## config.mk

```make
export PLATFORM = sky130hd
export DESIGN_NAME = msl_mac
export DESIGN_NICKNAME = d
export VERILOG_FILES = /design/src/rtl/assert_macros.svh /design/src/rtl/msl_pkg.sv /design/src/rtl/msl_mac.sv
export SDC_FILE = /design/constraint.sdc
export NUM_CORES = 2
export LEC_CHECK = 0
export ABC_AREA = 1
export BUFFER_PORTS_ARGS = -buffer_cell sky130_fd_sc_hd__buf_2
export CORE_ASPECT_RATIO = 1.5
export CORE_MARGIN = 1
export CORE_UTILIZATION = 40
export DETAILED_ROUTE_END_ITERATION = 10
export GPL_ROUTABILITY_DRIVEN = 0
export PLACE_DENSITY = 0.63
export SETUP_SLACK_MARGIN = 0.02
export SLEW_MARGIN = 10
export SYNTH_ARGS = -nofsm -noshare
export SYNTH_HDL_FRONTEND = slang
export SYNTH_SLANG_ARGS = --single-unit
```

## constraint.sdc

```tcl
create_clock -name vclk -period 8
set_clock_uncertainty 0.05 [all_clocks]
set_input_delay 0.8 -clock vclk [all_inputs]
set_output_delay 0.8 -clock vclk [all_outputs]
set_load 0.01 [all_outputs]
```

## src/rtl/assert_macros.svh

```systemverilog
// ----------------------------------------------------------------------------
// Assertion macros
// Shared wrappers for the concurrent checks in the LFO RTL.
// ----------------------------------------------------------------------------
`ifndef ASSERT_MACROS_SVH
`define ASSERT_MACROS_SVH

// Same-cycle implication, disabled while reset is asserted.
`define MSL_ASSERT_IMP(label, clk, rst_n, ante, cons) \
	label: assert property (@(posedge clk) disable iff (!rst_n) (ante) |-> (cons)) \
		else $error("same-cycle check failed");

// Next-cycle implication, disabled while reset is asserted.
`define MSL_ASSERT_NXT(label, clk, rst_n, ante, cons) \
	label: assert property (@(posedge clk) disable iff (!rst_n) (ante) |=> (cons)) \
		else $error("next-cycle check failed");

`endif

```

## src/rtl/msl_pkg.sv

```systemverilog
// ----------------------------------------------------------------------------
// msl_pkg
// Types, constants and table functions shared by the LFO modules.
// ----------------------------------------------------------------------------
`default_nettype none

package msl_pkg;

	localparam int CFG_IDX_W  = 3;
	localparam int CFG_DATA_W = 32;

	// Shared multiply-add unit: r = a * b + c.
	localparam int MAC_A_W = 33;
	localparam int MAC_B_W = 18;
	localparam int MAC_C_W = 48;
	localparam int MAC_R_W = 51;

	localparam logic [12:0] MAX_BLOCK   = 13'd4096;
	localparam logic [16:0] FULL_DEPTH  = 17'd65536;
	localparam logic [15:0] RAMP_RESET  = 16'd2400;
	localparam logic [31:0] LFSR_MASK   = 32'h8020_0003;
	localparam logic [63:0] HALF_PI_Q30 = 64'd1686629713;

	typedef enum logic [2:0] {
		REG_PHASE_STEP  = 3'd0,
		REG_WAVE_SHAPE  = 3'd1,
		REG_DEPTH_GOAL  = 3'd2,
		REG_RAMP_LENGTH = 3'd3,
		REG_NOISE_SEED  = 3'd4
	} cfg_reg_t;

	typedef enum logic [2:0] {
		SHAPE_SINE     = 3'd0,
		SHAPE_TRIANGLE = 3'd1,
		SHAPE_SAW      = 3'd2,
		SHAPE_SQUARE   = 3'd3,
		SHAPE_HOLD     = 3'd4
	} shape_t;

	typedef enum logic [3:0] {
		ST_IDLE,
		ST_DIFF,
		ST_DIV,
		ST_SLOPE,
		ST_PHASE,
		ST_DRAW,
		ST_DEPTH,
		ST_SHAPE,
		ST_MULT
	} state_t;

	typedef struct packed {
		logic [12:0] sample_count;
	} in_item_t;

	typedef struct packed {
		logic signed [15:0] lfo_value;
		logic               cycle_wrapped;
	} out_item_t;

	// One Galois step of the noise generator.
	function automatic logic [31:0] lfsr_step(input logic [31:0] w);
		logic [31:0] nxt;
		nxt = w >> 1;
		if (w[0]) begin
			nxt = nxt ^ LFSR_MASK;
		end
		return nxt;
	endfunction

	// Quarter-wave table entry: Q30 Taylor series of the angle, scaled to Q15.
	// Evaluated at elaboration only.
	function automatic logic [15:0] sine_q15(input logic [63:0] ang);
		logic [63:0] x2;
		logic [63:0] term;
		logic [63:0] sum;
		logic [63:0] v;
		x2   = (ang * ang) >> 30;
		term = ang;
		sum  = ang;
		term = ((term * x2) >> 30) / 64'd6;
		sum  = sum - term;
		term = ((term * x2) >> 30) / 64'd20;
		sum  = sum + term;
		term = ((term * x2) >> 30) / 64'd42;
		sum  = sum - term;
		term = ((term * x2) >> 30) / 64'd72;
		sum  = sum + term;
		term = ((term * x2) >> 30) / 64'd110;
		sum  = sum - term;
		term = ((term * x2) >> 30) / 64'd156;
		sum  = sum + term;
		if (sum > (64'd1 << 30)) begin
			sum = 64'd1 << 30;
		end
		v = (sum * 64'd32767 + (64'd1 << 29)) >> 30;
		if (v > 64'd32767) begin
			v = 64'd32767;
		end
		return v[15:0];
	endfunction

endpackage

`default_nettype wire

```

## src/rtl/msl_mac.sv

```systemverilog
// ----------------------------------------------------------------------------
// msl_mac
// Shared signed multiply-add unit used by most steps of the sequencer.
// ----------------------------------------------------------------------------
`default_nettype none

module msl_mac
	import msl_pkg::*;
(
	input  wire logic signed [MAC_A_W-1:0] a,
	input  wire logic signed [MAC_B_W-1:0] b,
	input  wire logic signed [MAC_C_W-1:0] c,
	output logic signed [MAC_R_W-1:0]      r
);

	logic signed [MAC_R_W-1:0] prod;

	assign prod = MAC_R_W'(a) * MAC_R_W'(b);
	assign r    = prod + MAC_R_W'(c);

endmodule

`default_nettype wire

```

# After elaboration in Yosys (flattened, before gate mapping)

Cells that the tools add are included.

Register bits: 0
Input port bits: 99
Output and inout port bits: 51
Word-level logic and storage cells: 2

Add/subtract/negate cells: 1
Multipliers: 1

Operators by type and width:

| cell             | count |
|---|---|
| $add A51 B48 Y51 | 1 |
| $mul A33 B18 Y51 | 1 |

# Logic depth before layout (Yosys ltp)

Word-level depth: 2
Gate-level depth with buffers: 28
Gate-level depth less buffers: 26

# Worst setup path after synthesis

Ideal clock, no wire load.

Path type: in2out
From: in a[32]
To: out r[47]
Data arrival time: 6.450 ns
Data required time: 7.150 ns
Setup slack: 0.700 ns
Stages on the path: 25
Buffers on the path: 2
Cells stage by stage: clkbuf_1 > clkbuf_1 > nand2_1 > fa_1 > inv_1 > fa_1 > inv_1 > fa_1 > inv_1 > fa_1 > fa_1 > inv_1 > fa_1 > inv_1 > ha_1 > ha_1 > nand2_1 > nor2_1 > nand3_1 > nor2_2 > nor2b_2 > nand2_1 > nand3_1 > nand2_1 > nand2_1

Longest elaborated chain between the ends: 2

RTL lines:

| what             | RTL line      | source |
|---|---|---|
| from (decl)      | msl_mac.sv:10 | `input wire logic signed [MAC_A_W-1:0] a,` |
| $mul A33 B18 Y51 | msl_mac.sv:18 | `assign prod = MAC_R_W'(a) * MAC_R_W'(b);` |
| $add A51 B48 Y51 | msl_mac.sv:19 | `assign r = prod + MAC_R_W'(c);` |
| to (decl)        | msl_mac.sv:13 | `output logic signed [MAC_R_W-1:0] r` |

Every way passes these cells.

# Worst setup path in the final report

From: in b[5]
To: out r[21]

Longest elaborated chain between the ends: 2

RTL lines:

| what             | RTL line      | source |
|---|---|---|
| from (decl)      | msl_mac.sv:11 | `input wire logic signed [MAC_B_W-1:0] b,` |
| $mul A33 B18 Y51 | msl_mac.sv:18 |  |
| $add A51 B48 Y51 | msl_mac.sv:19 |  |

Every way passes these cells.

==> results.yml <==
routing:
  detailed_route_drc_error_count: 0
  via_count: 19360
  wirelength_um: 70560
  dr.first_iter.drc_count: 989
  drt-pass1-iter-count: 5
  vias_per_cell: 4.747
  ant_nets: 0
  routedWlPerCell_um: 17.30
run:
  cap_violations: 0
finish:
  layout.cell_area.non_filler_mm2: 0.02576
  final.fill_count: 6106
  final_nets: 4158
  number_of_cells_in_the_finished_layout_apart_from_fillers: 4078
  ff_latch_area_um2: 0
  footprint_of_the_multi_input_gates_mm2: 0.01942
  final.clkbuf_count: 0
  antenna_cells: 0
  area_growth_syn_to_layout_pct: 7.414
  flops_and_latches: 0
  drive_gt1_share_pct: 9.270
timing:
  pins_over_their_slew_limit: 0
  period_minus_slack_ns: 7.800
  hold_viol: 0
  timing.max_slew.rel_slack_pct: 51.52
  max_slew.worst_pin.slew_ns: 0.7272
  fmax_ghz: 0.1282
  final.period_utilization_pct: 97.50
  grt_setup_unrepaired: "false"
  final-setup-viol-count: 0
  setup_total_negative_slack_ns: 0
critical_path:
  cp_data_arrival_time_ns: 6.95
  critPathTopFamily: "adder cells"
  worst-path-max-fanout: 23
  worstPathBufferInverterCount: 7
  critical_path.most_common_cell: "sky130_fd_sc_hd__fa_1"
  timing_worst_setup_path_type: "in2out"
  worstPathCellList: "buf_2 > buf_4 > nand2_1 > fa_1 > fa_1 > fa_1 > fa_1 > inv_1 > fa_1 > fa_1 > ha_1 > ha_1 > nand2_1 > inv_1 > nand2_2 > inv_1 > nand2_1 > inv_1 > nand2_1 > nand2_2 > a21oi_1 > xnor2_1 > buf_2"
  critPathMaxStageDelay_ns: 0.56
  timing.critical_path.to_type: "output pin"
  worst_ep_required_time_ns: 7.15
  critPathSlowestCell: "sky130_fd_sc_hd__buf_2"
  critical_path.startpoint_type: "primary input"
synthesis:
  proportion_of_synthesized_chip_area_in_sequential_cells_pct: 0
  synth_cells: 3226
  yosys_warnings: 0
  synthesis.area_per_instance_um2: 7.434
  synth_nets: 4081
  synthesized_cell_area_mm2: 0.02398
  synth_cell_types: 28
global_routing:
  total_grt_overflow: 0
  grt_first_pass_wirelength_um: 111000
  grt_pass1_vias: 20850
  global_route.usage.total_pct: 23.86
  grt_start_max_net_pins: 34
  number_of_antenna_violations_at_the_first_check_in_global_routing: 2
floorplanning:
  total_core_area_mm2: 0.05905
  fp.dieW_um: 201.9
  chipHeight_um: 301.9
  design.portCount: 150
  die_area_mm2: 0.06096
  fp-row-count: 109
  starting_utilization_of_the_core_area_pct: 40.61
placed_design:
  buffer_ports.inserted: 150
  detailed_place_hpwl_um: 60920
  dp.cells: 4071
  placedInstanceArea_mm2: 0.02568
status:
  run_status: "finished clean"
clock_tree:
  cts_hold_buf: 0
min_path:
  min_path_type: "in2out"
-- per-layer routing --
layer	track usage [%]	part of all wire, %
met5	0	0
met4	13.58	6.9
met3	1.282	4.4
met2	46.09	55
met1	25.66	34
-- cells by family (layout without fill, tap and decap cells) --
family	after synthesis	in the layout	share of synthesized area (%)
adder cells (fa/ha/maj)	756	756	58.69
AO/OA/AOI/OAI	41	41	0.9599
buffers and inverters	1217	1292	19.05
AND/OR/NAND/NOR	1179	1179	20.10
XOR/XNOR	33	33	1.205
-- cell type report --
type,instances,share of cell area [%]
Multi-Input combinational cell,2009,75.39
Inverter,1080,15.75
Timing Repair Buffer,211,5.051
Tap cell,777,3.774
Timing Repair inverter,1,0.02914
-- path summary, 6_finish.rpt --
path	cells after the start	to	slack, ns	start
worst max-delay path	23	r[21]	0.20	b[5]
worst min-delay path	3	r[0]	1.86	c[0]
-- per-stage QoR --
| stage | utilization, % | worst slack [ns] | hold WS [ns] |
|---|---|---|---|
| 2_1_floorplan | - | 0.6998 | 1.701 |
| 3_3_place_gp | 43.49 | 0.2002 | 1.856 |
| 3_5_place_dp | 43.49 | 0.2003 | 1.860 |
| 6_report | 43.62 | 0.1999 | 1.855 |
| 5_1_grt | 43.62 | 0.02269 | 1.870 |
| 4_1_cts | 43.49 | 0.1530 | 1.860 |
-- Yosys cell counts, types with 6 or more instances --
library cell	n	area (um^2)
sky130_fd_sc_hd__nor2_4	6	67.56
sky130_fd_sc_hd__inv_1	1066	4001
sky130_fd_sc_hd__buf_1	6	22.52
sky130_fd_sc_hd__nand2_2	23	143.9
sky130_fd_sc_hd__nand2_1	951	3570
sky130_fd_sc_hd__fa_1	615	12310
sky130_fd_sc_hd__nand3_1	53	265.3
sky130_fd_sc_hd__a21oi_1	30	150.1
sky130_fd_sc_hd__clkbuf_1	131	491.7
sky130_fd_sc_hd__xnor2_1	6	52.55
sky130_fd_sc_hd__inv_2	13	48.80
sky130_fd_sc_hd__nor3_2	9	90.09
sky130_fd_sc_hd__ha_1	141	1764
sky130_fd_sc_hd__nand4_1	15	93.84
sky130_fd_sc_hd__or2_2	7	43.79
sky130_fd_sc_hd__xor2_1	27	236.5
sky130_fd_sc_hd__nor2_1	76	285.3
sky130_fd_sc_hd__nor2_2	26	162.7
-- repair_timing --
action / CTS / global route
resized for setup: 0 / 12
setup buffers: 0 / 6
setup endpoints to repair: 0 / 13
-- layout by cell type (no fill, tap or decap), types with 9 or more instances in the layout --
master	count
sky130_fd_sc_hd__inv_2	13
sky130_fd_sc_hd__inv_1	1065
sky130_fd_sc_hd__a21oi_1	30
sky130_fd_sc_hd__buf_2	143
sky130_fd_sc_hd__buf_4	55
sky130_fd_sc_hd__nand4_1	15
sky130_fd_sc_hd__fa_1	614
sky130_fd_sc_hd__xor2_1	27
sky130_fd_sc_hd__nand2_2	23
sky130_fd_sc_hd__nor2_2	27
sky130_fd_sc_hd__nor2_1	75
sky130_fd_sc_hd__nand2_1	951
sky130_fd_sc_hd__nor3_2	9
sky130_fd_sc_hd__nand3_1	53
sky130_fd_sc_hd__ha_1	140
Power is left out: the tool's default activity adds up to more than one toggle a clock period on the data nets, which glitch-free logic cannot reach.
